--- config.mk ---
export PLATFORM = sky130hd
export DESIGN_NAME = ptas_cell
export DESIGN_NICKNAME = d
export VERILOG_FILES = /design/src/rtl/ptas_pkg.sv /design/src/rtl/ptas_cell.sv
export SDC_FILE = /design/constraint.sdc
export NUM_CORES = 1
export LEC_CHECK = 0
export ABC_AREA = 1
export BUFFER_PORTS_ARGS = -buffer_cell sky130_fd_sc_hd__buf_4
export CAP_MARGIN = 20
export CORE_AREA = 2 2 408 410
export CTS_CLUSTER_SIZE = 8
export DETAILED_ROUTE_END_ITERATION = 12
export DIE_AREA = 0 0 410 412
export PLACE_DENSITY = 0.45
export SYNTH_ARGS = -nofsm -noshare
export SYNTH_HDL_FRONTEND = slang
export SYNTH_SLANG_ARGS = --single-unit
--- constraint.sdc ---
create_clock -name clk -period 1.31 [get_ports clk]
set_input_delay 0.1965 -clock clk [delete_from_list [all_inputs] [get_ports clk]]
set_output_delay 0.1965 -clock clk [all_outputs]
set_load 0.01 [all_outputs]
--- src/rtl/ptas_pkg.sv ---
// Shared types, codes and helpers for the peer table aging selector.
`timescale 1ns / 1ps
`default_nettype none
package ptas_pkg;

  localparam int TABLE_DEPTH = 32;
  localparam int KEY_BYTES   = 8;
  localparam int IDX_W       = $clog2(TABLE_DEPTH);
  localparam int CNT_W       = $clog2(TABLE_DEPTH + 1);

  localparam logic [2:0] OP_OBSERVE = 3'd0;
  localparam logic [2:0] OP_APPLY   = 3'd1;
  localparam logic [2:0] OP_SEL_SHR = 3'd2;
  localparam logic [2:0] OP_SEL_EP  = 3'd3;
  localparam logic [2:0] OP_EXPIRE  = 3'd4;
  localparam logic [2:0] OP_FIND    = 3'd5;

  localparam logic [2:0] ST_OK        = 3'd0;
  localparam logic [2:0] ST_INVALID   = 3'd1;
  localparam logic [2:0] ST_NOT_FOUND = 3'd2;
  localparam logic [2:0] ST_AMBIGUOUS = 3'd3;
  localparam logic [2:0] ST_FULL      = 3'd4;

  localparam logic [7:0] NEW_RSSI = 8'h81;

  typedef enum logic [2:0] {
    S_IDLE,
    S_SCAN,
    S_DECIDE,
    S_SCAN2,
    S_COMPACT,
    S_FINISH
  } state_t;

  typedef struct packed {
    logic [63:0] key;
    logic [3:0]  key_len;
    logic [2:0]  sig;
    logic [47:0] t_first;
    logic [47:0] t_last;
    logic [47:0] t_ble;
    logic [47:0] t_awdl;
    logic [47:0] t_share;
    logic [7:0]  rssi_ble;
    logic [7:0]  rssi_awdl;
    logic [63:0] addr_hi;
    logic [63:0] addr_lo;
    logic [47:0] mac;
    logic [15:0] port;
    logic        complete;
    logic        dead;
  } entry_t;

  typedef struct packed {
    logic rotate;
    logic compact;
  } cell_ctl_t;

  typedef struct packed {
    logic match;
    logic cand;
    logic append;
    logic dead;
  } step_flags_t;

  function automatic logic [63:0] key_mask(input logic [3:0] len);
    logic [63:0] m;
    m = '0;
    for (int b = 0; b < KEY_BYTES; b++) begin
      if (len > 4'(b)) m[b*8 +: 8] = 8'hFF;
    end
    return m;
  endfunction

endpackage
`default_nettype wire

--- src/rtl/ptas_cell.sv ---
// One table cell: holds one entry and takes its upper neighbor's entry on rotate, or on compact when chained.
`timescale 1ns / 1ps
`default_nettype none
module ptas_cell (
  input  wire logic               clk,
  input  wire logic               rst,
  input  wire ptas_pkg::cell_ctl_t ctl,
  input  wire ptas_pkg::entry_t    up,
  input  wire logic               chain_in,
  output      ptas_pkg::entry_t    q,
  output      logic               chain_out
);

  // During compaction every cell at or above the lowest dead entry moves down one place.
  assign chain_out = ctl.compact & (chain_in | q.dead);

  always_ff @(posedge clk) begin
    if (rst) begin
      q <= '0;
    end else if (ctl.rotate || chain_out) begin
      q <= up;
    end
  end

endmodule
`default_nettype wire

==> results.toml <==
[yosys]
ys_seq_elements = 521
syn_avg_cell_area_um2 = 6.69
synth_nets = 3943
syn_area_um2 = 22800
syn_inst = 3417
yosys_warnings = 0
yosysUniqueCellTypes = 12
seq_area_frac_synth_pct = 45.7

[global_routing]
gr-total-overflow = 0
grt_max_degree = 63
grt_pass1_wl_mm = 181
antenna_found_initial = 60
track_usage_pct = 14.5
grt_pass1_vias = 26800

[timing]
fin_crit_ns = 1.71
timing.fmax_ghz = 0.585
tightest_slew_ns = 0.408
setup_tns_ns = -166.11
fin_crit_sh_pct = 131
finalHoldViolations = 0
worst_slack_ns = -0.400
maxSlewHeadroom_pct = 72.8
rsz0062_at_grt = "true"
setup_viol = 860
fin_worst_skew_ns = 0.0334
slew_viol_final = 0
whs_ns = 0.139

[cells_and_area]
mostFrequentLayoutCell = "buf_4"
layout_common_cells = "buf_4, dlygate4sd3_1, nand2_1, inv_1, nor2_1"
area.sequential_um2 = 10400
regMostFlops = "q"
stdcell_count = 7261
fin_util_pct = 26.4
area_delta_synth_final_pct = 89.8
largest_register_ffs = 521
multi_input_area_um2 = 9390
final_area_um2 = 43400
fillCellCount = 17900
layout-drive-gt1-share_pct = 28.7
nets = 5544
largestRegisters = "q: 521 flops"

[floorplan]
pin_count = 1048
floorplan.initialDensity_pct = 13.9
dieArea_um2 = 169000
core_area_um2 = 164000
die_y_um = 412
fp-row-count = 149
chipWidth_um = 410

[pwr]
p_sw_mw = 15.0
p_int_mw = 34.6
seq_power_share_pct = 36.2
leakagePower_nw = 20.8
p_per_area_nw_per_um2 = 1150
power_frac_clock_pct = 39.6
swShare_pct = 30.3
comb_power_share_pct = 24.3
vdd_ir_drop_max_mv = 0.851

[critical_path]
cp-end-kind = "flip-flop"
path_class = "reg -> reg"
slowest_stage = "dfxtp_2"
critPathRequiredTime_ns = 1.86
critPathBufInv = 6
start_kind = "flip-flop"
crit_path_frequent_cell = "buf_12"
cp_max_fo = 15
crit_family = "buffers and inverters"
critPathMaxStageDelay_ns = 0.33
critPathArrivalTime_ns = 2.26
crit_chain = "o21ai_4 > buf_6 > buf_12 > buf_12 > buf_16 > buf_4 > buf_12 > nand3_1 > nand2_1 > nor2_1"

[clocking]
cts.clk_slew.worst_paths_ns = 0.05
cts_inserted_buffers = 78
cts_buffer_depth = 3
cts-root-buf = "clkbuf_16"
cts_num_sinks = 521
clk_latency_ns = 0.66
cts_tree = "done"
cts_htree_levels = 3

[place]
gp_congestion = 0.860
dp_cells = 6556
io_buffer_count = 1047
placed_area_um2 = 34300
hpwl_mm = 95.9

[outcome]
violations = "setup timing"
status = "complete, but fails checks"

[routing]
dr_total_vias = 28000
avgRoutedWirePerCell_um = 18.1
finalWirelength_mm = 131
detail-route-antenna-nets = 0
viasPerCell = 3.86
drt-initial-drc-count = 1415
drc = 0
drtPass1Iterations = 5

[min_path]
hp-class = "in -> reg"

[flow_run]
cap_violations = 0
-- final cells by class --
class | instances | area share [%]
inverter | 524 | 4.58
tap | 2189 | 6.32
antenna | 32 | 0.185
sequential | 521 | 24.1
clock buffer | 93 | 4.80
clock inverter | 9 | 0.413
multi-input combinational | 2085 | 21.7
timing repair buffer | 1808 | 38.0
-- logic make-up after synthesis --
group / after synthesis / synth area share, %
buffers and inverters: 811 / 14.4
flip-flops: 521 / 45.7
AND/OR/NAND/NOR: 1563 / 28.5
AO/OA/AOI/OAI: 522 / 11.5
-- stage by stage --
step	setup slack (ns)	power (mW)
after floorplan	0.0279	22.5
after global placement	-0.337	28.0
after detailed placement	-0.331	28.1
after CTS	-0.433	50.4
after global routing	-0.475	52.2
final	-0.400	49.7
-- layer usage --
metal  track usage, %  vias to the layer above  routed length (um)
met5                0                        -                  60
met2             24.0                      968               61500
met4             6.07                       10                5360
met3             5.38                      286               11100
li1                 -                    13900                   -
met1             16.8                    12900               53400
-- synth_stat cells, drive strengths merged --
cell type / number / area (um2)
inv: 524 / 1970
o21ai: 1 / 8.76
nand2: 521 / 1960
a21oi: 521 / 2610
dfxtp: 521 / 10400
buf: 148 / 791
nand3: 521 / 2610
nor2: 521 / 1960
clkbuf: 139 / 522
-- path summary, 6_finish.rpt --
check,cells after the start,from,end,slack [ns]
setup / recovery,10,q[0],q[509],-0.40
hold / removal,6,ctl[1],q[337],0.14
setup reg to reg,10,q[0],q[509],-0.40
hold reg to reg,4,q[170],q[170],0.54
-- power by group through the flow --
stage / registers, mW / clock network, mW / logic [mW]
finish: 18.0 / 19.7 / 12.1
global route: 18.1 / 21.0 / 13.1
CTS: 18.0 / 20.4 / 12.0
detailed placement: 18.3 / 0 / 9.77
global placement: 18.3 / 0 / 9.74
floorplan: 18.7 / 0 / 3.76
-- worst min-delay path, cell delays in order --
cell	delay, ns
buf_4	0.11
inv_8	0.07
buf_4	0.19
nand3_1	0.09
nand2_1	0.04
nor2_1	0.06
-- repair_timing --
action | in CTS | in global routing
setup buffers | 25 | 2
endpoints found under the hold margin | 521 | 0
cloned | 18 | 10
hold buffers | 522 | 0
gates resized for setup | 113 | 38
endpoints found under the setup margin | 1043 | 1041
pin swaps | 14 | 12
Note: power is estimated with default switching activity, not from simulation.
