File: src/rtl/ptas_pkg.sv
// Shared types, codes and helpers for the peer table aging selector.
`timescale 1ns / 1ps
`default_nettype none
package ptas_pkg;

  localparam int TABLE_DEPTH = 32;
  localparam int KEY_BYTES   = 8;
  localparam int IDX_W       = $clog2(TABLE_DEPTH);
  localparam int CNT_W       = $clog2(TABLE_DEPTH + 1);

  localparam logic [2:0] OP_OBSERVE = 3'd0;
  localparam logic [2:0] OP_APPLY   = 3'd1;
  localparam logic [2:0] OP_SEL_SHR = 3'd2;
  localparam logic [2:0] OP_SEL_EP  = 3'd3;
  localparam logic [2:0] OP_EXPIRE  = 3'd4;
  localparam logic [2:0] OP_FIND    = 3'd5;

  localparam logic [2:0] ST_OK        = 3'd0;
  localparam logic [2:0] ST_INVALID   = 3'd1;
  localparam logic [2:0] ST_NOT_FOUND = 3'd2;
  localparam logic [2:0] ST_AMBIGUOUS = 3'd3;
  localparam logic [2:0] ST_FULL      = 3'd4;

  localparam logic [7:0] NEW_RSSI = 8'h81;

  typedef enum logic [2:0] {
    S_IDLE,
    S_SCAN,
    S_DECIDE,
    S_SCAN2,
    S_COMPACT,
    S_FINISH
  } state_t;

  typedef struct packed {
    logic [63:0] key;
    logic [3:0]  key_len;
    logic [2:0]  sig;
    logic [47:0] t_first;
    logic [47:0] t_last;
    logic [47:0] t_ble;
    logic [47:0] t_awdl;
    logic [47:0] t_share;
    logic [7:0]  rssi_ble;
    logic [7:0]  rssi_awdl;
    logic [63:0] addr_hi;
    logic [63:0] addr_lo;
    logic [47:0] mac;
    logic [15:0] port;
    logic        complete;
    logic        dead;
  } entry_t;

  typedef struct packed {
    logic rotate;
    logic compact;
  } cell_ctl_t;

  typedef struct packed {
    logic match;
    logic cand;
    logic append;
    logic dead;
  } step_flags_t;

  function automatic logic [63:0] key_mask(input logic [3:0] len);
    logic [63:0] m;
    m = '0;
    for (int b = 0; b < KEY_BYTES; b++) begin
      if (len > 4'(b)) m[b*8 +: 8] = 8'hFF;
    end
    return m;
  endfunction

endpackage
`default_nettype wire

File: src/rtl/ptas_step.sv
// Head-of-ring step logic: examines and updates the entry leaving cell zero.
`timescale 1ns / 1ps
`default_nettype none
module ptas_step (
  input  wire ptas_pkg::entry_t        e,
  input  wire logic [2:0]              op,
  input  wire logic [63:0]             key,
  input  wire logic [3:0]              key_len,
  input  wire logic [2:0]              sig,
  input  wire logic [47:0]             t,
  input  wire logic [7:0]              rssi,
  input  wire logic [63:0]             addr_hi,
  input  wire logic [63:0]             addr_lo,
  input  wire logic                    addr_ok,
  input  wire logic [47:0]             mac,
  input  wire logic                    mac_ok,
  input  wire logic [15:0]             port,
  input  wire logic [47:0]             sel_max,
  input  wire logic [47:0]             exp_max,
  input  wire logic [ptas_pkg::IDX_W-1:0] idx,
  input  wire logic [ptas_pkg::CNT_W-1:0] count,
  input  wire logic                    hit,
  input  wire logic                    pass2,
  input  wire logic [ptas_pkg::IDX_W-1:0] slot,
  output      ptas_pkg::entry_t        e_next,
  output      ptas_pkg::step_flags_t   flags
);

  localparam int CW = ptas_pkg::CNT_W;

  logic        in_range;
  logic        key_match;
  logic [47:0] age_ref;
  logic [47:0] age_max;
  logic [47:0] diff;
  logic        not_after;
  logic        in_window;
  logic        sel_ok;
  ptas_pkg::entry_t base;

  always_comb begin
    in_range  = CW'(idx) < count;
    key_match = in_range && (e.key_len == key_len) && (e.key == key);

    // One age unit serves both the expire test and the freshness test.
    age_ref   = (op == ptas_pkg::OP_EXPIRE) ? e.t_last : e.t_share;
    age_max   = (op == ptas_pkg::OP_EXPIRE) ? exp_max : sel_max;
    diff      = t - age_ref;
    not_after = age_ref <= t;
    in_window = not_after && (diff <= age_max);

    sel_ok = (op == ptas_pkg::OP_SEL_EP) ? e.complete : e.sig[2];

    flags.match  = key_match;
    flags.append = (op == ptas_pkg::OP_OBSERVE) && !hit && (CW'(idx) == count);
    flags.dead   = (op == ptas_pkg::OP_EXPIRE) && in_range && !(!not_after || in_window);
    case (op) inside
      ptas_pkg::OP_APPLY:
        flags.cand = in_range && e.sig[1] && (e.addr_hi == addr_hi) && (e.addr_lo == addr_lo);
      ptas_pkg::OP_SEL_SHR, ptas_pkg::OP_SEL_EP:
        flags.cand = in_range && sel_ok && in_window;
      default:
        flags.cand = 1'b0;
    endcase

    base = e;
    if (flags.append) begin
      base           = '0;
      base.key       = key;
      base.key_len   = key_len;
      base.t_first   = t;
      base.rssi_ble  = ptas_pkg::NEW_RSSI;
      base.rssi_awdl = ptas_pkg::NEW_RSSI;
    end

    e_next = base;
    if ((op == ptas_pkg::OP_OBSERVE) && (key_match || flags.append)) begin
      e_next.sig = base.sig | sig;
      if (t > base.t_last) e_next.t_last = t;
      if (sig[0]) begin
        e_next.t_ble    = t;
        e_next.rssi_ble = rssi;
      end
      if (sig[1]) begin
        e_next.t_awdl    = t;
        e_next.rssi_awdl = rssi;
        if (mac_ok) e_next.mac = mac;
        if (addr_ok) begin
          e_next.addr_hi = addr_hi;
          e_next.addr_lo = addr_lo;
        end
      end
      if (sig[2]) e_next.t_share = t;
    end
    if ((op == ptas_pkg::OP_APPLY) && pass2 && (idx == slot)) begin
      e_next.sig[2]   = 1'b1;
      e_next.t_share  = t;
      if (t > e.t_last) e_next.t_last = t;
      e_next.port     = port;
      e_next.complete = 1'b1;
    end
    if (flags.dead) e_next.dead = 1'b1;
  end

endmodule
`default_nettype wire

File: config.mk
export PLATFORM = sky130hd
export DESIGN_NAME = ptas_step
export DESIGN_NICKNAME = d
export VERILOG_FILES = /design/src/rtl/ptas_pkg.sv /design/src/rtl/ptas_step.sv
export SDC_FILE = /design/constraint.sdc
export NUM_CORES = 1
export LEC_CHECK = 0
export ABC_CLOCK_PERIOD_IN_PS = 7600
export BUFFER_PORTS_ARGS = -buffer_cell sky130_fd_sc_hd__buf_4
export CORE_AREA = 2 2 572 574
export DETAILED_ROUTE_END_ITERATION = 8
export DIE_AREA = 0 0 574 576
export PLACE_DENSITY = 0.3
export SLEW_MARGIN = 15
export SYNTH_ARGS = -nofsm -noshare
export SYNTH_HDL_FRONTEND = slang
export SYNTH_SLANG_ARGS = --single-unit
File: constraint.sdc
create_clock -name vclk -period 7.6
set_clock_uncertainty 0.2 [all_clocks]
set_input_delay 0.38 -clock vclk [all_inputs]
set_output_delay 0.38 -clock vclk [all_outputs]
set_load 0.01 [all_outputs]
==> results.json <==
{
  "syn_inst": 2640,
  "ir_worst_vdd_uv": 23.2,
  "drtIter0Drc": 1849,
  "first_global_vias": 28179,
  "grt_antenna_before_repair": 128,
  "vias": 27694,
  "final_nets": 5163,
  "regArea_sq_um": 0,
  "die_x_um": 574,
  "ys_seq_area_frac": 0,
  "path_class": "in -> out",
  "drv_slew": 0,
  "endpoint_kind": "output pin",
  "p_leak_nw": 17.3,
  "via_per_inst": 3.30,
  "timing.final.crit_share": 0.933,
  "die_area_sq_um": 331000,
  "hpwl_um": 254000,
  "preCtsSetupSlack_ns": -0.636,
  "final_layout_size_suffix_gt1_frac": 0.396,
  "combPwrFrac": 1.000,
  "yosysTopAreaCellShare": 0.189,
  "setup_tns_ns": 0,
  "p_clk_frac": 0,
  "gp_congestion": 0.939,
  "dr.pass1.iters": 6,
  "yosysTopAreaCell": "mux2i_1",
  "dieHeight_um": 576,
  "cp.required_ns": 7.02,
  "p_int_mw": 0.956,
  "portBuffers": 1484,
  "final_antenna_net_count": 0,
  "nClkBuffers": 0,
  "status": "completed",
  "switching_share": 0.584,
  "wl_per_cell_um": 32.9,
  "start_kind": "input pin",
  "design.seq.count": 0,
  "track_usage": 0.158,
  "overflow": 0,
  "final_cells": 8386,
  "synth_warnings": 0,
  "period_needed_ns": 7.09,
  "grt_pass1_wl_um": 336000,
  "crit_fanout": 22,
  "drc_errors": 0,
  "avgSynthCellArea_sq_um": 6.73,
  "io_pins": 1484,
  "max_clock_freq_mhz": 141,
  "rsz0062_at_grt": "false",
  "drv_cap": 0,
  "area_growth_pct": 93.1,
  "finalSetupViolations": 0,
  "synth_cell_types": 68,
  "dp.cells": 8350,
  "grt_max_degree": 133,
  "synth_area_leaders": "mux2i_1 (19%), ha_1 (14%), nand2_1 (13%), a32o_1 (7.7%), xor2_1 (5.7%)",
  "core_area_sq_um": 325000,
  "mostFrequentLayoutCells": "buf_4 (1536), nand2_1 (600), mux2i_1 (333)",
  "rows": 210,
  "worst_slew_pin_slew_ns": 1.26,
  "netlist_area_sq_um": 17800,
  "layout_commonest_cell": "buf_4",
  "p_switching_mw": 1.34,
  "initial_core_util": 0.0546,
  "arrival_ns": 6.51,
  "max-slew-margin-rel": 0.155,
  "final_hold_viol_count": 0,
  "power_density_nw_per_um2": 66.9,
  "wl_um": 276000,
  "synth_nets": 3797,
  "hp-class": "in -> out",
  "power_frac_seq": 0,
  "worst_slack_ns": 0.511
}
[critical path, cell delays in order]
cell and delay (ns):
buf_4 0.14, nor3b_4 0.45, buf_12 0.28, mux2_2 0.38
ha_1 0.21, fa_1 0.40, nor2b_1 0.17, o2111ai_1 0.20
nand4_1 0.25, a21oi_1 0.10, a211o_1 0.37, o31a_1 0.46
o31ai_1 0.33, xnor2_1 0.17, ha_1 0.27, nand4_1 0.18
inv_1 0.06, a21oi_1 0.16, o211ai_1 0.19, a2111oi_4 0.37
nor2_4 0.15, nor4b_4 0.33, a21o_1 0.17, buf_4 0.24
[metal layers]
metal | track usage | routed length, um | part of all wire | up-vias
li1 | - | - | - | 12318
met1 | 0.177 | 105000 | 0.38 | 13546
met2 | 0.276 | 133000 | 0.48 | 1514
met3 | 0.0637 | 28900 | 0.10 | 280
met4 | 0.0379 | 7850 | 0.028 | 36
met5 | 0 | 243 | 0.00088 | -
[area by class of cell]
type | count | area [sq um]
Inverter | 180 | 677
Timing Repair Buffer | 1548 | 11800
Tap cell | 4346 | 5440
Multi-Input combinational cell | 2276 | 16300
Fill cell | 38488 | 291000
Antenna cell | 36 | 90.1
[repair_timing]
action | CTS | global route
hold buffers | 0 | 0
pin swaps | 1 | 1
gates cloned | 0 | 0
resized for setup | 9 | 5
buffers inserted | 0 | 0
setup endpoints to repair | 3 | 1
[metrics by stage]
| step | cell area (sq um) | utilization | total power, mW | hold slack [ns] |
|---|---|---|---|---|
| finish | 34300 | 0.105 | 2.30 | 0.847 |
| global route | 34300 | 0.105 | 2.48 | 0.857 |
| CTS | 34200 | 0.105 | 2.34 | 0.850 |
| detailed placement | 34100 | 0.105 | 2.32 | 0.850 |
| global placement | 34100 | 0.105 | 2.32 | 0.850 |
| floorplan | 17800 | - | 0.871 | 0.671 |
[power by group through the flow]
stage	combinational [mW]	sequential, mW	clock [mW]
floorplan	0.871	0	0
global placement	2.32	0	0
detailed placement	2.32	0	0
CTS	2.34	0	0
global route	2.48	0	0.000000304
finish	2.30	0	0.000000257
[cells by family after synthesis]
logic type | after synthesis | share of synthesized area
AOI/OAI and AO/OA | 526 | 0.216
xor gates and xnor gates | 202 | 0.0996
adders and majority gates | 198 | 0.140
buffers and inverters | 364 | 0.0881
muxes | 346 | 0.196
and+or+nand+nor | 1004 | 0.261
[final timing paths]
check | startpoint | end | slack (ns) | depth (start not counted)
worst min-delay path | e[434] | e_next[434] | 0.85 | 4
worst max-delay path | op[0] | flags[2] | 0.51 | 24
[synth_stat cells (4+ instances only)]
master,n
a32o_1,136
inv_1,180
buf_1,7
and4_1,5
buf_6,17
o2bb2ai_1,8
a41oi_1,4
o2111ai_1,4
buf_4,13
nor4_1,40
nand4_1,62
o211ai_1,10
a221o_1,5
clkbuf_1,129
ha_1,197
mux2i_1,335
nand3_1,40
o22ai_1,13
a21o_1,43
o21bai_1,13
a21boi_0,6
a31oi_1,8
nor3_1,12
mux2_2,9
nor2_1,46
nand2_1,601
a2111oi_0,8
a21oi_1,101
o21ai_0,107
xnor2_1,86
and3_1,142
a22oi_1,4
nand2b_1,22
o21a_1,10
and2_1,5
xor2_1,116
a221oi_1,7
buf_2,18
a22o_1,4
o31ai_1,5
nor2b_1,11
a211oi_1,11
Power figures use the tool's default switching activity.
